<file path="config.mk">
export PLATFORM = sky130hd
export DESIGN_NAME = iah_front
export DESIGN_NICKNAME = d
export VERILOG_FILES = /design/src/rtl/core/iah_pkg.sv /design/src/rtl/core/iah_front.sv
export SDC_FILE = /design/constraint.sdc
export NUM_CORES = 1
export LEC_CHECK = 0
export ABC_AREA = 1
export BUFFER_PORTS_ARGS = -buffer_cell sky130_fd_sc_hd__buf_2
export CAP_MARGIN = 40
export CORE_MARGIN = 4
export CORE_UTILIZATION = 55
export DETAILED_ROUTE_END_ITERATION = 8
export PLACE_DENSITY_LB_ADDON = 0.3
export SYNTH_ARGS = -nofsm -noshare
export SYNTH_HDL_FRONTEND = slang
export SYNTH_SLANG_ARGS = --single-unit
</file>
<file path="constraint.sdc">
create_clock -name clock -period 11 [get_ports clock]
set_input_delay 2.2 -clock clock [delete_from_list [all_inputs] [get_ports clock]]
set_output_delay 2.2 -clock clock [all_outputs]
set_load 0.05 [all_outputs]
</file>
<file path="src/rtl/core/iah_pkg.sv">
// iah_pkg: shared types and constants of the i/o alignment histogram block
// no dependencies; imported by every module of the block but iah_ram

package iah_pkg;

   // fixed field widths of the channels
   localparam int KIND_W   = 2;
   localparam int DISK_W   = 3;
   localparam int LEN_W    = 32;
   localparam int SECTOR_W = 48;
   localparam int SHIFT_W  = 5;
   localparam int BIN_W    = 10;
   localparam int EXP_W    = 5;
   localparam int COUNT_W  = 32;

   // log2 of the 512-byte sector
   localparam int SECTOR_EXP = 9;

   // default sizes of the histograms
   localparam int DEF_NUM_DISKS  = 8;
   localparam int DEF_GRAN_BINS  = 1024;
   localparam int DEF_ALIGN_BINS = 32;

   // widest indexes over the allowed parameter range
   localparam int DIDX_MAX_W = 6;
   localparam int GBIN_MAX_W = 13;
   localparam int ABIN_MAX_W = 6;

   // depth of the queue between front and back
   localparam int QUEUE_DEPTH = 2;

   typedef enum logic [KIND_W-1:0] {
      OP_RECORD = 2'd0,
      OP_READ   = 2'd1,
      OP_CLEAR  = 2'd2,
      OP_NONE   = 2'd3
   } op_type;

   // classified item handed from front to back
   typedef struct packed {
      op_type                  op;
      logic                    hit;      // record: counted, read and clear: disk in range
      logic                    cell_ok;  // read and clear: bin in range
      logic                    hsel;
      logic [DIDX_MAX_W-1:0]   disk_idx;
      logic [GBIN_MAX_W-1:0]   gbin;
      logic [ABIN_MAX_W-1:0]   abin;
      logic [EXP_W-1:0]        aexp;
      logic [SHIFT_W-1:0]      shift;
   } cmd_type;

   typedef enum logic [1:0] {
      BK_CLEAR,
      BK_IDLE,
      BK_EXEC
   } back_state_type;

endpackage

</file>
<file path="src/rtl/core/iah_front.sv">
// iah_front: filter register and item classification (alignment, bins, range checks)
// depends on iah_pkg

module iah_front
   import iah_pkg::*;
#(
   parameter int NUM_DISKS  = DEF_NUM_DISKS,
   parameter int GRAN_BINS  = DEF_GRAN_BINS,
   parameter int ALIGN_BINS = DEF_ALIGN_BINS
) (
   input  logic                clock,
   input  logic                reset,
   input  logic                csr_valid,
   input  logic [LEN_W-1:0]    csr_align_filter,
   input  logic                req_valid,
   output logic                req_ready,
   input  logic [KIND_W-1:0]   req_kind,
   input  logic [DISK_W-1:0]   req_disk,
   input  logic [LEN_W-1:0]    req_length,
   input  logic [SECTOR_W-1:0] req_sector,
   input  logic [SHIFT_W-1:0]  req_block_shift,
   input  logic                req_histogram_select,
   input  logic [BIN_W-1:0]    req_bin,
   input  logic                q_full,
   input  logic                clearing,
   output logic                q_push,
   output cmd_type             q_cmd
);

   localparam int UP_W = LEN_W - SECTOR_EXP;

   logic [LEN_W-1:0] align_filter_ff;
   logic [LEN_W-1:0] align_filter_in;

   op_type              op;
   logic                disk_ok;
   logic                short_len;
   logic [LEN_W-1:0]    merged;
   logic [UP_W-1:0]     upper;
   logic [UP_W-1:0]     lowest;
   logic [EXP_W-1:0]    low_pos;
   logic [EXP_W-1:0]    aexp;
   logic [LEN_W-1:0]    align_val;
   logic                pass;
   logic [LEN_W-1:0]    gran_raw;
   logic [GBIN_MAX_W-1:0] gbin_rec;
   logic [ABIN_MAX_W-1:0] abin_rec;
   logic                cell_ok;

   assign align_filter_in = csr_valid ? csr_align_filter : align_filter_ff;

   always_ff @(posedge clock) begin
      if (reset) begin
         align_filter_ff <= '0;
      end else begin
         align_filter_ff <= align_filter_in;
      end
   end

   assign op      = op_type'(req_kind);
   assign disk_ok = 32'(req_disk) < 32'(NUM_DISKS);

   // alignment exponent: lowest set bit of length or byte offset, floor at 512
   assign short_len = (req_length[LEN_W-1:SECTOR_EXP] == '0);
   assign merged    = req_length | {req_sector[UP_W-1:0], SECTOR_EXP'(0)};
   assign upper     = merged[LEN_W-1:SECTOR_EXP];
   assign lowest    = upper & (~upper + UP_W'(1));

   always_comb begin
      low_pos = '0;
      for (int i = 0; i < UP_W; i++) begin
         if (lowest[i]) begin
            low_pos = low_pos | EXP_W'(i);
         end
      end
   end

   always_comb begin
      if (short_len || (merged[SECTOR_EXP-1:0] != '0)) begin
         aexp = EXP_W'(SECTOR_EXP);
      end else begin
         aexp = EXP_W'(SECTOR_EXP) + low_pos;
      end
   end

   assign align_val = LEN_W'(1) << aexp;
   assign pass      = (align_filter_ff == '0) || (align_filter_ff == align_val);

   // granularity and alignment bins, each saturated to its last bin
   assign gran_raw = req_length >> req_block_shift;

   always_comb begin
      if (gran_raw > LEN_W'(GRAN_BINS - 1)) begin
         gbin_rec = GBIN_MAX_W'(GRAN_BINS - 1);
      end else begin
         gbin_rec = GBIN_MAX_W'(gran_raw);
      end
      if (32'(aexp) > 32'(ALIGN_BINS - 1)) begin
         abin_rec = ABIN_MAX_W'(ALIGN_BINS - 1);
      end else begin
         abin_rec = ABIN_MAX_W'(aexp);
      end
   end

   assign cell_ok = req_histogram_select ? (32'(req_bin) < 32'(ALIGN_BINS))
                                         : (32'(req_bin) < 32'(GRAN_BINS));

   always_comb begin
      q_cmd          = '0;
      q_cmd.op       = op;
      q_cmd.hsel     = req_histogram_select;
      q_cmd.disk_idx = DIDX_MAX_W'(req_disk);
      q_cmd.aexp     = aexp;
      q_cmd.shift    = req_block_shift;
      q_cmd.cell_ok  = cell_ok;
      unique case (op)
         OP_RECORD: begin
            q_cmd.hit  = disk_ok && pass;
            q_cmd.gbin = gbin_rec;
            q_cmd.abin = abin_rec;
         end
         OP_READ, OP_CLEAR: begin
            q_cmd.hit  = disk_ok;
            q_cmd.gbin = GBIN_MAX_W'(req_bin);
            q_cmd.abin = ABIN_MAX_W'(req_bin);
         end
         default: begin
            q_cmd.hit  = 1'b0;
         end
      endcase
   end

   assign req_ready = !q_full && !clearing;
   assign q_push    = req_valid && req_ready;

endmodule

</file>
---- Word level (Yosys, flattened, before mapping) ----
Cells that the tools add are included.
operators by class
  reduce and logical (&&, ||, !) cells .... 11
  shift-type cells ........................ 2
  equality and inequality tests ........... 3
  order comparisons ....................... 2
  multiplexer cells ....................... 27
  add/sub/neg operators ................... 2
  bitwise gates (word level) .............. 3
operators with widths
  operator                                                                number
  5-bit two-way mux                                                       8
  19-bit one-hot mux with 2 select lines                                  1
  32-bit == test                                                          1
  32-bit by 10-bit > comparator with 1-bit output, second input constant  1
  32-bit zero test                                                        1
  4-bit two-way mux                                                       8
  32-bit bitwise OR                                                       1
  1-bit by 5-bit left shift with 32-bit output, first input constant      1
  32-bit by 5-bit right shift with 32-bit output                          1
  23-bit by 1-bit adder with 23-bit output, second input constant         1
  23-bit AND                                                              1
  23-bit zero test                                                        1
  23-bit NOT                                                              1
  13-bit two-way mux                                                      1
  3-bit two-way mux                                                       4
  10-bit by 6-bit < comparator with 1-bit output, second input constant   1
  9-bit nonzero test                                                      1
  4-bit by 5-bit adder with 5-bit output, first input constant            1
  2-bit two-way mux                                                       2
  2-bit by 1-bit == test with 1-bit output, second input constant         1
  2-bit == test, second input constant                                    1
  1-bit logical AND                                                       2
  1-bit zero test                                                         2
  2-bit zero test                                                         1
  other kinds (4)                                                         6
storage, ports and cells
  input bits .............................. 139
  register bits ........................... 32
  output and inout bits ................... 42
  word-level logic and storage cells ...... 51

---- Logic depth before layout (Yosys ltp) ----
  depth in word-level cells ............... 32
  gate-level depth with buffers ........... 29
  depth with buffers taken out ............ 29

---- Least setup slack after synthesis ----
OpenSTA, ideal clock, no wires.
  path type ............................... input to output
  start ................................... input port req_length[11]
  end ..................................... output port q_cmd[37] (netlist name)
  data required time ...................... 8.800 ns
  setup slack ............................. 3.224 ns
  cell stages on the path ................. 26
  path buffers ............................ 0
  data arrival time ....................... 5.576 ns
  cell sequence ........................... nor2_1 -> nand2_2 -> nor2_8 -> nand2_2 -> nor2_4 -> nand2_1 -> nand2_1 -> inv_1 -> nand3_1 -> ha_1 -> inv_1 -> nor2_1 -> inv_1 -> nor2_1 -> nand2_1 -> nor2_1 -> nand3_1 -> nand2_1 -> inv_1 -> nor2_1 -> nand3_1 -> nor2_1 -> nand2_1 -> nand2_1 -> nand2_1 -> nand2_1
RTL lines
  item             line             source
  start, declared  iah_front.sv:19  input logic [LEN_W-1:0] req_length,
  end, declared    iah_front.sv:27  output cmd_type q_cmd

==> flow_summary.toml <==
[timing]
finalWorstPathRequiredPeriod_ns = 7.82
rsz0062_at_grt = "no"
setup_tns_ns = 0
hold_viol_final = 0
max_slew_margin = 0.436
report.final.slew_viol_count = 0
tightest_slew_ns = 0.846
setup_viol = 0
fin_skew_ns = 0
post-route-period-util = 0.711
max_freq_mhz = 128

[drt]
drc = 0
first_pass_iters = 5
vias = 5766
first_iter_violations = 344
drt_wl_total_mm = 13.7
vias_per_cell = 5.37
wire_per_inst_um = 12.8
ant_nets = 0

[final_layout]
top_register = "align_filter_ff"
diodes = 0
fill_cells = 880
area_growth_pct = 14.0
fin_nets = 1109
final_area_um2 = 5410
largest_reg_flops = 32
final_layout_size_suffix_gt1_frac = 0.200
top_regs = "align_filter_ff (32)"

[synth]
ys.flop_type = "dfxtp_1"
async_flop_share = 0
synth_warnings = 0
synth_cells = 870
ys_ff_latch = 32
avgSynthCellArea_um2 = 5.46
yosysSeqAreaShare = 0.135
synth_cell_type_count = 45
synth_area_um2 = 4750
synth-edff-count = 0

[grt]
grt_max_degree = 63
overflow = 0
first_global_vias = 4954
grt_pass1_wl_mm = 22.2
grtUsageTotal = 0.260
antenna_found_initial = 0

[critical_path]
worst-path-buf-inv = 6
crit_arrival_ns = 5.62
slowest_stage = "nor2_1"
worstPathRequired_ns = 8.80
cp_max_fo = 6
path_common_cell = "nand2_1"
r2r_setup_slack_ns = 10.22
critPathKind = "input port to output port"
crit_path_max_incr_delay_ns = 0.29
path_delay_family = "simple AND/OR/NAND/NOR gates"
start_kind = "input port"
crit_path_end_kind = "output port"

[floorplan]
rows = 33
die_w_um = 101
ioPinCount = 181
start_util = 0.572
fp.dieH_um = 101
core_area_um2 = 8300
fp.dieArea_um2 = 10200

[clocking]
cts_buffers = 5
clk_pin_slew_ns = 0.07
postCtsSetupBuffers = 0
cts_tree = "yes"
clk_latency_ns = 0.29
cts_root_buffer = "clkbuf_8"
cts_htree_levels = 2
clock-sinks = 32
cts_buffer_depth = 2
hold_buffers = 0
post_cts_resized = 0

[status]
outcome = "completed"

[pwr]
ir_worst_vdd_mv = 0.0653
p_leak_nw = 2.83
power_density_nw_per_um2 = 79.4

[placed_design]
io_buffers = 143
dpl_cell_area_um2 = 5300
place_congestion = 0.959
dp_hpwl_mm = 11.0

[run]
maxCapViolCount = 0

[min_path]
hold_class = "flip-flop to flip-flop"
==> worst paths after layout <==
check / start / to / cells past startpoint
max reg2reg: align_filter_ff[10]$_SDFFE_PP0P_ / align_filter_ff[10]$_SDFFE_PP0P_ / 2
min reg2reg: align_filter_ff[1]$_SDFFE_PP0P_ / align_filter_ff[1]$_SDFFE_PP0P_ / 2
max: req_length[16] / q_cmd[37] / 28
min: align_filter_ff[1]$_SDFFE_PP0P_ / align_filter_ff[1]$_SDFFE_PP0P_ / 2
==> per-stage QoR <==
stage	utilization	hold WS (ns)	power (mW)	setup WS, ns	std cells
6_report	0.652	0.480	0.430	3.18	1073
5_1_grt	0.652	0.509	0.456	2.82	1073
4_1_cts	0.652	0.479	0.428	3.23	1073
3_5_place_dp	0.639	0.470	0.314	3.26	1065
3_3_place_gp	0.639	0.463	0.312	3.28	1065
2_1_floorplan	-	0.448	0.269	3.22	875
==> Yosys cell counts, types with 6 or more instances <==
| cell | instances | area share |
|---|---|---|
| inv_1 | 114 | 0.090 |
| nor3_1 | 8 | 0.0084 |
| nor4_1 | 9 | 0.012 |
| clkbuf_1 | 24 | 0.019 |
| nand2_2 | 8 | 0.011 |
| dfxtp_1 | 32 | 0.13 |
| a211oi_1 | 25 | 0.040 |
| nand3_1 | 50 | 0.053 |
| nor2_2 | 9 | 0.012 |
| nor2_4 | 6 | 0.014 |
| nand4_1 | 20 | 0.026 |
| buf_4 | 19 | 0.030 |
| nor2_1 | 107 | 0.085 |
| buf_1 | 6 | 0.0047 |
| mux2i_1 | 24 | 0.051 |
| o21ai_0 | 78 | 0.082 |
| o21ai_1 | 7 | 0.0074 |
| a21oi_1 | 18 | 0.019 |
| nand2_1 | 237 | 0.19 |
| buf_2 | 7 | 0.0074 |
==> routing by layer <==
| layer | up-vias | share of wire | GRT usage |
|---|---|---|---|
| li1 | 3008 | - | - |
| met1 | 2493 | 0.46 | 0.371 |
| met2 | 239 | 0.44 | 0.411 |
| met3 | 26 | 0.085 | 0.0422 |
| met4 | 0 | 0.017 | 0.0552 |
| met5 | - | 0 | 0 |
==> area by class of cell <==
type                    instances  area (um^2)  share of cell area
multi-input cells             664         3360               0.621
repair buffers                143          716               0.132
flip-flops and latches         32          641               0.118
inverters                     121          454              0.0839
well taps                     105          131              0.0243
clock buffers                   5         68.8              0.0127
clock inverters                 3         42.5             0.00786
==> layout by cell type (no fill, tap or decap), types with 3 or more instances in the layout <==
master and count:
a211oi_1 25, a21oi_1 18, a31oi_1 5, buf_2 143
clkbuf_8 5, conb_1 6, dfxtp_1 32, ha_1 3
inv_1 114, inv_2 5, mux2i_1 24, nand2_1 237
nand2_2 8, nand3_1 50, nand3_2 5, nand4_1 20
nor2_1 107, nor2_2 9, nor2_4 6, nor3_1 8
nor4_1 9, o211ai_1 5, o21ai_0 78, o21ai_1 7
o221ai_1 5, o22ai_1 5, or2_2 3
==> where the power goes <==
group / total, mW / internal (mW) / switching [mW]
Sequential: 0.128 / 0.124 / 0.00448
Combinational: 0.187 / 0.0590 / 0.128
Clock: 0.115 / 0.0670 / 0.0480
==> worst reg2reg max path: cells and delay by family (launching register included) <==
| family | cells | cell delay [ns] |
|---|---|---|
| buf+inv | 1 | 0.07 |
| flops | 1 | 0.35 |
| compound gates | 1 | 0.27 |
==> cell families after synthesis <==
logic type               share of synthesized area
buffers and inverters                        0.162
other                                     0.000790
multiplexers                                0.0506
AND/OR/NAND/NOR                              0.446
flip-flops                                   0.135
adder cells (fa/ha/maj)                    0.00791
AO/OA/AOI/OAI                                0.199
No activity file was read; power rests on OpenSTA's default activity.
