$ cat config.mk
export PLATFORM = sky130hd
export DESIGN_NAME = iah_queue
export DESIGN_NICKNAME = d
export VERILOG_FILES = /design/src/rtl/core/iah_pkg.sv /design/src/rtl/core/iah_queue.sv
export SDC_FILE = /design/constraint.sdc
export NUM_CORES = 1
export LEC_CHECK = 0
export BUFFER_PORTS_ARGS = -buffer_cell sky130_fd_sc_hd__buf_4
export CAP_MARGIN = 10
export CORE_UTILIZATION = 35
export CTS_CLUSTER_DIAMETER = 50
export DETAILED_ROUTE_END_ITERATION = 10
export PLACE_DENSITY = 0.58
export SLEW_MARGIN = 15
export SYNTH_ARGS = -nofsm -noshare
export SYNTH_HDL_FRONTEND = slang
export SYNTH_SLANG_ARGS = --single-unit
$ cat constraint.sdc
create_clock -name clock -period 1.95 [get_ports clock]
set_input_delay 0.0975 -clock clock [delete_from_list [all_inputs] [get_ports clock]]
set_output_delay 0.0975 -clock clock [all_outputs]
set_load 0.02 [all_outputs]
$ cat src/rtl/core/iah_pkg.sv
// iah_pkg: shared types and constants of the i/o alignment histogram block
// no dependencies; imported by every module of the block but iah_ram

package iah_pkg;

   // fixed field widths of the channels
   localparam int KIND_W   = 2;
   localparam int DISK_W   = 3;
   localparam int LEN_W    = 32;
   localparam int SECTOR_W = 48;
   localparam int SHIFT_W  = 5;
   localparam int BIN_W    = 10;
   localparam int EXP_W    = 5;
   localparam int COUNT_W  = 32;

   // log2 of the 512-byte sector
   localparam int SECTOR_EXP = 9;

   // default sizes of the histograms
   localparam int DEF_NUM_DISKS  = 8;
   localparam int DEF_GRAN_BINS  = 1024;
   localparam int DEF_ALIGN_BINS = 32;

   // widest indexes over the allowed parameter range
   localparam int DIDX_MAX_W = 6;
   localparam int GBIN_MAX_W = 13;
   localparam int ABIN_MAX_W = 6;

   // depth of the queue between front and back
   localparam int QUEUE_DEPTH = 2;

   typedef enum logic [KIND_W-1:0] {
      OP_RECORD = 2'd0,
      OP_READ   = 2'd1,
      OP_CLEAR  = 2'd2,
      OP_NONE   = 2'd3
   } op_type;

   // classified item handed from front to back
   typedef struct packed {
      op_type                  op;
      logic                    hit;      // record: counted, read and clear: disk in range
      logic                    cell_ok;  // read and clear: bin in range
      logic                    hsel;
      logic [DIDX_MAX_W-1:0]   disk_idx;
      logic [GBIN_MAX_W-1:0]   gbin;
      logic [ABIN_MAX_W-1:0]   abin;
      logic [EXP_W-1:0]        aexp;
      logic [SHIFT_W-1:0]      shift;
   } cmd_type;

   typedef enum logic [1:0] {
      BK_CLEAR,
      BK_IDLE,
      BK_EXEC
   } back_state_type;

endpackage

$ cat src/rtl/core/iah_queue.sv
// iah_queue: short fifo of classified items between front and back
// depends on iah_pkg

module iah_queue
   import iah_pkg::*;
(
   input  logic    clock,
   input  logic    reset,
   input  logic    push,
   input  cmd_type push_cmd,
   input  logic    pop,
   output cmd_type head,
   output logic    empty,
   output logic    full
);

   localparam int PTR_W = (QUEUE_DEPTH > 1) ? $clog2(QUEUE_DEPTH) : 1;
   localparam int CNT_W = $clog2(QUEUE_DEPTH + 1);

   cmd_type          entry_ff [QUEUE_DEPTH];
   logic [PTR_W-1:0] wr_ptr_ff, wr_ptr_in;
   logic [PTR_W-1:0] rd_ptr_ff, rd_ptr_in;
   logic [CNT_W-1:0] cnt_ff, cnt_in;
   logic             do_push, do_pop;

   assign empty   = (cnt_ff == '0);
   assign full    = (cnt_ff == CNT_W'(QUEUE_DEPTH));
   assign do_push = push && !full;
   assign do_pop  = pop && !empty;
   assign head    = entry_ff[rd_ptr_ff];

   always_comb begin
      wr_ptr_in = wr_ptr_ff;
      rd_ptr_in = rd_ptr_ff;
      cnt_in    = cnt_ff;
      if (do_push) begin
         wr_ptr_in = (wr_ptr_ff == PTR_W'(QUEUE_DEPTH - 1)) ? '0 : wr_ptr_ff + PTR_W'(1);
      end
      if (do_pop) begin
         rd_ptr_in = (rd_ptr_ff == PTR_W'(QUEUE_DEPTH - 1)) ? '0 : rd_ptr_ff + PTR_W'(1);
      end
      if (do_push && !do_pop) begin
         cnt_in = cnt_ff + CNT_W'(1);
      end else if (do_pop && !do_push) begin
         cnt_in = cnt_ff - CNT_W'(1);
      end
   end

   always_ff @(posedge clock) begin
      if (reset) begin
         wr_ptr_ff <= '0;
         rd_ptr_ff <= '0;
         cnt_ff    <= '0;
      end else begin
         wr_ptr_ff <= wr_ptr_in;
         rd_ptr_ff <= rd_ptr_in;
         cnt_ff    <= cnt_in;
      end
   end

   always_ff @(posedge clock) begin
      if (do_push) begin
         entry_ff[wr_ptr_ff] <= push_cmd;
      end
   end

endmodule

Word level (Yosys, flattened, before mapping)
Memory sizes are Yosys's and may differ from the RTL's. A register that Yosys moved wholly into a read port is not among the register bits.
Index checks and enable logic that the tools add are counted.
- $add $sub $neg: 4
- multiply operators: 0
- div/mod/pow operators: 0
- magnitude comparators: 0
- equal/unequal tests: 1
- shifts and indexed selects: 0
- muxes and demuxes: 8
- bitwise gates (word level): 0
- reduce and logical (&&, ||, !) cells: 10
- operators with widths (operator ; number):
    1-bit two-way mux ; 6
    1-bit logical AND ; 4
    1-bit logical NOT ; 4
    2-bit two-way mux ; 2
    1-bit adder (second input constant) ; 2
    2-bit by 1-bit adder with 2-bit output (second input constant) ; 1
    2-bit equality test (second input constant) ; 1
    2-bit logical NOT ; 1
    2-bit nonzero test ; 1
    2-bit by 1-bit subtractor with 2-bit output (second input constant) ; 1
- flip-flop bits (word level): 4
- bits in latches: 0
- memory bits (writable): 80
- ROM bits: 0
- logic and storage cells: 27
- memories kept: 1
- memory list (memory ; words ; width ; rd ports ; clocked after memory_dff ; wr ports ; RTL line ; text):
    entry_ff ; 2 ; 40 ; 1 ; 1 ; 1 ; iah_queue.sv:20 ; cmd_type entry_ff [QUEUE_DEPTH];

Logic depth before layout (Yosys ltp)
Gate-level depths: netlist of the first run.
- depth in word-level cells: 7
- gate-level depth with buffers: 6

Least setup slack after synthesis of the first run
No wires, ideal clock.
- path type: reg-to-reg
- start point: reg cnt_ff[1]
- end point: mem entry_ff[0][0] (netlist name), enable pin
- arrival: 1.644 ns
- data required time: 1.556 ns
- path slack: -0.089 ns
- stages on the path, launching flop included: 4
- path buffers: 0
- period minus slack after synthesis: 2.039 ns
- cells stage by stage: dfxtp_1 -> nor2b_2 -> or3_1 -> inv_1
- cells in the longest elaborated chain, start to end: 5
- RTL lines (item ; RTL line ; text):
    start: declaration ; iah_queue.sv:23 ; logic [CNT_W-1:0] cnt_ff, cnt_in;
    start signal: assignment ; iah_queue.sv:57 ; cnt_ff <= cnt_in;
    2-bit equality test ; iah_queue.sv:27 ; assign full = (cnt_ff == CNT_W'(QUEUE_DEPTH));
    net full ; iah_queue.sv:14 ; output logic full
    1-bit logical NOT ; iah_queue.sv:28 ; assign do_push = push && !full;
    1-bit logical AND ; iah_queue.sv:28 ;
    1-bit two-way mux ; iah_queue.sv:62 ; if (do_push) begin
    1-bit two-way mux (implied by the code) ; iah_queue.sv:63 ; entry_ff[wr_ptr_ff] <= push_cmd;
    end: declaration ; iah_queue.sv:20 ;
The timed path passes the listed nets, and every way through them passes these cells.

==> reports/results.ini, run 1 <==
[status]
status=completed

[synth]
yosys_warnings=0
synth_top_area_frac=0.777
synth_fp_nets=194
synth_cell_type_count=13
avgSynthCellArea_um2=20.7
yosys.area.top_type=edfxtp_1
synth_area_leaders=edfxtp_1 (78%), mux2_2 (15%), dfxtp_1 (3.2%)
syn_area_mm2=0.00309
synth-seq-cells=85
seq_area_frac_synth=0.810
synth_cells=149

[floorplanning]
die_h_um=96.0
core_area_mm2=0.00838
die_w_um=96.0
ios=86
rows=33
start_util=0.369
die_area_mm2=0.00921

[worst_setup_path]
critical_path_class=reg -> out
rr_startpoint=cnt_ff[1]
worst_ep_required_time_ps=1850
start_kind=register
critPathArrivalTime_ps=1620
crit_path_end_kind=primary output
cp_max_fo=11
reg2reg_depth=5

[route]
antenna_left=0
routed_wl_mm=5.75
drc=0
drt-initial-drc-count=38
first_pass_iters=4
viasPerCell=4.45
route.vias.total=1761
wl_per_cell_um=14.5

[placed_design]
dp.cells=340
hpwlAfterDp_mm=3.49
globalplace.congestion=0.630
port_buffers=85

[grt]
grt_first_pass_wirelength_mm=8.78
grt_util_met1=0.155
grt_max_degree=41
grt_busiest_layer=met2
grtUsageMet2=0.223
grt_use_total=0.134
grt-ovfl-total=0
use_met3=0.0348
antenna_found_initial=0
grt_pass1_vias=1866

[sta]
grt_setup_unrepaired=false
skew_ps=4.81
worst_slew_pin_slew_ps=350
finalSetupViolCount=0
hold_viol=0
fin_crit_ps=1720
drv_slew=0
relSlewSlack=0.764
post-route-period-util=0.881
fin_tns_setup_ps=0
max_freq_mhz=582

[layout]
final_nets=332
layout_common_cells=buf_4 (87), edfxtp_1 (80), dlygate4sd3_1 (41), mux2_2 (40), clkbuf_8 (9)
fill_cells=694
antenna_cells=0
area_growth_pct=46.2
final_cells=396
drive_above_1_share=0.512
final_common_cell=buf_4

[clock_tree]
ctsHoldBuffers=41
clkTransAtPathRegs_ps=80
cts_tree=done
clkLatencyLatePin_ps=340
cts.path.max_buffers=2
cts_setup_buffers=0
clock-sinks=85
cts-root-buf=clkbuf_8
numCtsBuffers=9
cts_resized=0
h-tree-depth=3

[power_and_ir_drop]
peakVddDrop_v=0.000764
p_per_area_mw_per_mm2=1190
power.leakage_nw=1.70

[worst_hold_path]
hp-class=in -> reg
hp-start=push
holdPathStages=4

[job]
maxCapViolCount=0

==> path summary, 6_finish.rpt <==
check | endpoint | slack [ps]
max | head[26] | 230
min | wr_ptr_ff | 170
max reg2reg | cnt_ff[1] | 360
min reg2reg | rd_ptr_ff | 510
==> cells in the mapped netlist, drive strengths merged <==
cell    number
and2         1
ha           1
buf          4
mux2        40
o21ai        3
nor2b        1
xor2         3
edfxtp      80
or3          2
dfxtp        5
a21oi        2
inv          2
nor2         5
==> routing by layer <==
metal	share of wire	vias up
li1	-	851
met1	0.42	846
met2	0.51	53
met3	0.047	11
met4	0.025	0
met5	0	-
==> state kept, by name, indices dropped and copies added, names as in the netlist, named ones only <==
register and cells:
entry_ff 80, cnt_ff 2, rd_ptr_ff 1, wr_ptr_ff 1
==> critical path, stage by stage, from the launching register on <==
cell and delay (ps):
dfxtp_2 510, buf_4 250, mux2_2 360, buf_4 160
==> metrics by stage <==
stage / power [W] / area [um2] / util / setup WS, ps / hold WS, ps
after global placement: 0.00416 / 3920 / 0.468 / 407 / 283
after CTS: 0.00543 / 4520 / 0.539 / 194 / 154
final: 0.00536 / 4520 / 0.539 / 232 / 165
after global routing: 0.00564 / 4520 / 0.539 / 135 / 167
after detailed placement: 0.00418 / 3920 / 0.468 / 369 / 287
after floorplan: 0.00343 / 3100 / - / 140 / 167
==> layout make-up <==
cell class                 count  area, um2  share of cell area
inverter                       2       11.3             0.00249
sequential                    85       2500               0.554
clock inverter                 6       63.8              0.0141
tap                          105        131              0.0291
clock buffer                   9        124              0.0274
timing repair buffer         131       1120               0.249
multi-input combinational     58        562               0.124
==> power by group <==
| part | leakage [nW] | switching (W) | total [W] | internal, W |
|---|---|---|---|---|
| combinational | 0.815 | 0.000913 | 0.00179 | 0.000876 |
| sequential | 0.789 | 0.000101 | 0.00239 | 0.00229 |
| clock | 0.0915 | 0.000592 | 0.00118 | 0.000584 |
==> logic make-up after synthesis <==
group           Yosys count  share of synthesized area
flops                    85                      0.810
mux                      40                      0.146
simple gates              9                     0.0150
buf+inv                   6                    0.00891
compound gates            5                    0.00810
xor+xnor                  3                    0.00850
fa+ha+maj                 1                    0.00405
Note: power is estimated with default switching activity, not from simulation.
==> run 2, diff against run 1 <==
--- a/config.mk
+++ b/config.mk
@@ -7,6 +7,7 @@
 export LEC_CHECK = 0
 export BUFFER_PORTS_ARGS = -buffer_cell sky130_fd_sc_hd__buf_4
 export CAP_MARGIN = 10
+export CORE_ASPECT_RATIO = 1.2
 export CORE_UTILIZATION = 35
 export CTS_CLUSTER_DIAMETER = 50
 export DETAILED_ROUTE_END_ITERATION = 10
==> run 2 against run 1 <==
Effect of this change:
- final cell count increased by 3.0%
- sequential share of layout area rose by 0.31 points
- maximum frequency fell by 1.7%
- wire length down 0.28%
- total power decreased by 2.8%
- worst hold slack got worse by 20 ps
- combinational power about the same
- die area is essentially flat
- core utilization shrank 1.4 points
- clock power is 10% lower
- sequential cell count did not move
- clock skew is 1.4 ps higher
- critical path type unchanged
- critical endpoint is now head[34]
==> reports/results.ini, run 2 (synthesized netlist as in run 1, its figures left out) <==
[worst_hold_path]
hp-class=in -> reg
hold_path_end=wr_ptr_ff
holdPathStages=4
hp-start=push

[power_and_ir_drop]
power.leakage_nw=1.67
peakVddDrop_v=0.000670
p_per_area_mw_per_mm2=1160

[route]
drc=0
route.vias.total=1764
drt-initial-drc-count=97
routed_wl_mm=5.74
first_pass_iters=4
wl_per_cell_um=14.1
antenna_left=0
viasPerCell=4.32

[floorplanning]
ios=86
start_util=0.361
die_h_um=105
core_area_mm2=0.00856
die_w_um=87.8
rows=37
die_area_mm2=0.00921

[grt]
grt_max_degree=41
grt_first_pass_wirelength_mm=8.89
grt_pass1_vias=1840
antenna_found_initial=0
grt_use_total=0.132
grt-ovfl-total=0

[worst_setup_path]
start_kind=register
crit_path_end_kind=primary output
r2r_slack_ps=390
critical_path_class=reg -> out
critPathArrivalTime_ps=1650
rr_startpoint=cnt_ff[1]
cp_max_fo=30
timing.rr.end=cnt_ff[1]
worst_ep_required_time_ps=1850
reg2reg_depth=5

[clock_tree]
h-tree-depth=3
cts-root-buf=clkbuf_8
cts_tree=done
cts.path.max_buffers=2
clkTransAtPathRegs_ps=80
numCtsBuffers=9
clock-sinks=85
clkLatencyLatePin_ps=340
cts_setup_buffers=0

[sta]
skew_ps=6.24
drv_slew=0
fin_tns_setup_ps=0
hold_viol=0
fin_crit_ps=1750
post-route-period-util=0.896
worst_slew_pin_slew_ps=298
finalSetupViolCount=0
max_freq_mhz=572
relSlewSlack=0.799
grt_setup_unrepaired=false

[placed_design]
dp.cells=351
dpl_cell_area_mm2=0.00392
hpwlAfterDp_mm=3.59
port_buffers=85
globalplace.congestion=0.685

[layout]
final_area_mm2=0.00449
layout_common_cells=buf_4 (87), edfxtp_1 (80), dlygate4sd3_1 (41), mux2_2 (40), clkbuf_8 (9)
final_cells=408
fill_cells=709
final_common_cell=buf_4
antenna_cells=0
top_register=entry_ff
final_nets=331
top_regs=entry_ff: 80 flops, cnt_ff: 2 flops
area_growth_pct=45.4
drive_above_1_share=0.505
largest_register_ffs=80

[status]
status=completed

[job]
maxCapViolCount=0

## run 2: final cells by class
class,instances,area [um2],share of cell area
Tap cell,117,146,0.0326
Timing Repair Buffer,130,1100,0.246
Sequential cell,85,2500,0.557
Inverter,2,11.3,0.00251
Multi-Input combinational cell,58,562,0.125
Clock buffer,10,128,0.0284
Clock inverter,6,40.0,0.00891
## run 2: per-layer routing
layer | part of all wire | up-vias | GRT usage
met1 | 0.41 | 863 | 0.162
li1 | - | 847 | -
met5 | 0 | - | 0
met2 | 0.52 | 47 | 0.211
met3 | 0.052 | 7 | 0.0458
met4 | 0.017 | 0 | 0.0527
## run 2: repair_timing
action | CTS | global route
endpoints found under the hold margin | 85 | 0
hold buffers | 41 | 0
gates resized for setup | 0 | 0
## run 2: per-stage QoR
step,hold WS (ps),utilization,power (W),worst slack [ps]
floorplan,167,-,0.00343,140
global placement,284,0.457,0.00414,432
detailed placement,285,0.457,0.00416,402
CTS,136,0.525,0.00528,157
global route,209,0.525,0.00547,112
finish,145,0.525,0.00521,202
## run 2: how the worst max path moves through the flow
stage	startpoint	end	slack, ps
after detailed placement	cnt_ff[0]	entry_ff[0][30]	400
after floorplan	cnt_ff[1]	entry_ff[0][0]	140
final	register	head[34]	200
after global routing	register	head[34]	110
after CTS	register	head[12]	160
after global placement	cnt_ff[1]	entry_ff[0][10]	430
## run 2: where the power goes
group | internal [W] | switching [W] | leakage (nW)
Sequential | 0.00229 | 0.000102 | 0.789
Combinational | 0.000856 | 0.000903 | 0.807
Clock | 0.000458 | 0.000598 | 0.0759
Total | 0.00361 | 0.00160 | 1.67
## run 2: worst max-delay path, stage by stage, from the launching register on
cell and delay [ps]:
dfxtp_2 520, buf_12 250, mux2_2 370, buf_4 160
==> run 3, diff against run 2 <==
--- a/config.mk
+++ b/config.mk
@@ -5,10 +5,11 @@
 export SDC_FILE = /design/constraint.sdc
 export NUM_CORES = 1
 export LEC_CHECK = 0
-export BUFFER_PORTS_ARGS = -buffer_cell sky130_fd_sc_hd__buf_4
+export BUFFER_PORTS_ARGS = -buffer_cell sky130_fd_sc_hd__buf_2
 export CAP_MARGIN = 10
-export CORE_ASPECT_RATIO = 1.2
+export CORE_ASPECT_RATIO = 1.5
 export CORE_UTILIZATION = 35
+export CTS_BUF_LIST = sky130_fd_sc_hd__clkbuf_8
 export CTS_CLUSTER_DIAMETER = 50
 export DETAILED_ROUTE_END_ITERATION = 10
 export PLACE_DENSITY = 0.58
==> run 3 against run 2 <==
Effect of this change:
- worst hold slack got worse by 4.0 ps
- sequential share of layout area grew 2.5 points
- die area barely moved
- via count up 0.51%
- sequential power decreased by 2%
- design area decreased by 4.4%
- wire length decreased by 2.7%
- largest cell class unchanged
- highest routed layer unchanged
==> reports/results.ini, run 3 (synthesized netlist as in run 1, its figures left out) <==
[clock_tree]
ctsHoldBuffers=41
cts_setup_buffers=0
cts_resized=0
clock-sinks=85
cts_tree=done
clkTransAtPathRegs_ps=70
cts-root-buf=clkbuf_8
cts.path.max_buffers=2
numCtsBuffers=9
h-tree-depth=3
clkLatencyLatePin_ps=350

[power_and_ir_drop]
peakVddDrop_v=0.000731
pwr-share-clk=0.223
sequentialPowerShare=0.464
p_int_w=0.00355
p_comb_frac=0.314
sw_frac_of_total=0.303
power.leakage_nw=1.63
p_per_area_mw_per_mm2=1190
p_sw_w=0.00154

[route]
wl_per_cell_um=14.0
route.met3.wl_um=289
viasPerCell=4.43
drc=0
routed_wl_mm=5.58
antenna_left=0
met1_length_mm=2.14
met2_length_mm=3.03
drt-initial-drc-count=91
first_pass_iters=4
top_layer=met4
route.vias.total=1773

[job]
maxCapViolCount=0

[layout]
antenna_cells=0
area_growth_pct=39.1
top_register=entry_ff
final_nets=333
final_common_cell=buf_2
final_area_mm2=0.00430
largest_register_ffs=80
top_regs=entry_ff: 80 flops, cnt_ff: 2 flops
drive_above_1_share=0.502
layout_common_cells=buf_2 (85), edfxtp_1 (80), dlygate4sd3_1 (41), mux2_2 (40), clkbuf_8 (9)

[sta]
relSlewSlack=0.760
drv_slew=0
finalSetupViolCount=0
skew_ps=4.17
hold_viol=0
grt_setup_unrepaired=false
worst_slew_pin_slew_ps=361
post-route-period-util=0.829
worst_slack_ps=333
fin_tns_setup_ps=0
max_freq_mhz=618
fin_crit_ps=1620

[grt]
grt-ovfl-total=0
grt_first_pass_wirelength_mm=8.59
antenna_found_initial=0
grt_pass1_vias=1773
grt_use_total=0.132
grt_max_degree=27

[worst_hold_path]
hp-start=push
hp-class=in -> reg

[worst_setup_path]
worst_ep_required_time_ps=1850
critPathArrivalTime_ps=1520
start_kind=register
crit_path_end_kind=primary output
rr_startpoint=cnt_ff[1]
critical_path_class=reg -> out
cp_max_fo=23

[placed_design]
port_buffers=85
post-place-ws_ps=393
globalplace.congestion=0.696
dpl_cell_area_mm2=0.00371
hpwlAfterDp_mm=3.55

[floorplanning]
die_h_um=117
die_w_um=78.7
die_area_mm2=0.00922
rows=41
start_util=0.365
ios=86
core_area_mm2=0.00846

[status]
status=completed

[run 3: layout make-up]
type	count	area, um2
clock inverter	7	57.6
multi-input combinational	58	562
fill	722	4170
sequential	85	2500
inverter	2	11.3
tap	107	134
clock buffer	9	124
timing repair buffer	132	906
[run 3: worst paths after layout]
check / end / slack [ps] / cells past startpoint
max reg2reg: cnt_ff[1] / 390 / 5
min reg2reg: wr_ptr_ff / 500 / 2
min: wr_ptr_ff / 140 / 4
max: head[20] / 330 / 3
[run 3: critical path, stage by stage, from the launching register on]
cell and delay (ps):
dfxtp_2 330, buf_4 290, mux2_2 380, buf_2 160
[run 3: power by group through the flow]
stage	combinational, W	clock [W]	sequential (W)
finish	0.00160	0.00113	0.00236
global route	0.00173	0.00125	0.00239
CTS	0.00164	0.00118	0.00236
detailed placement	0.00157	0	0.00241
global placement	0.00155	0	0.00239
floorplan	0.00104	0	0.00239
[run 3: routing by layer]
metal / vias up / track usage
li1: 852 / -
met5: - / 0
met3: 10 / 0.0411
met1: 864 / 0.142
met4: 0 / 0.0926
met2: 47 / 0.222
[run 3: metrics by stage]
step                      hold WS, ps  std cells   util  total power, W
final                             141        400  0.508         0.00510
after floorplan                   167        149      -         0.00343
after detailed placement          289        343  0.438         0.00397
after global routing              130        400  0.508         0.00537
after CTS                         118        400  0.508         0.00519
after global placement            287        343  0.438         0.00395
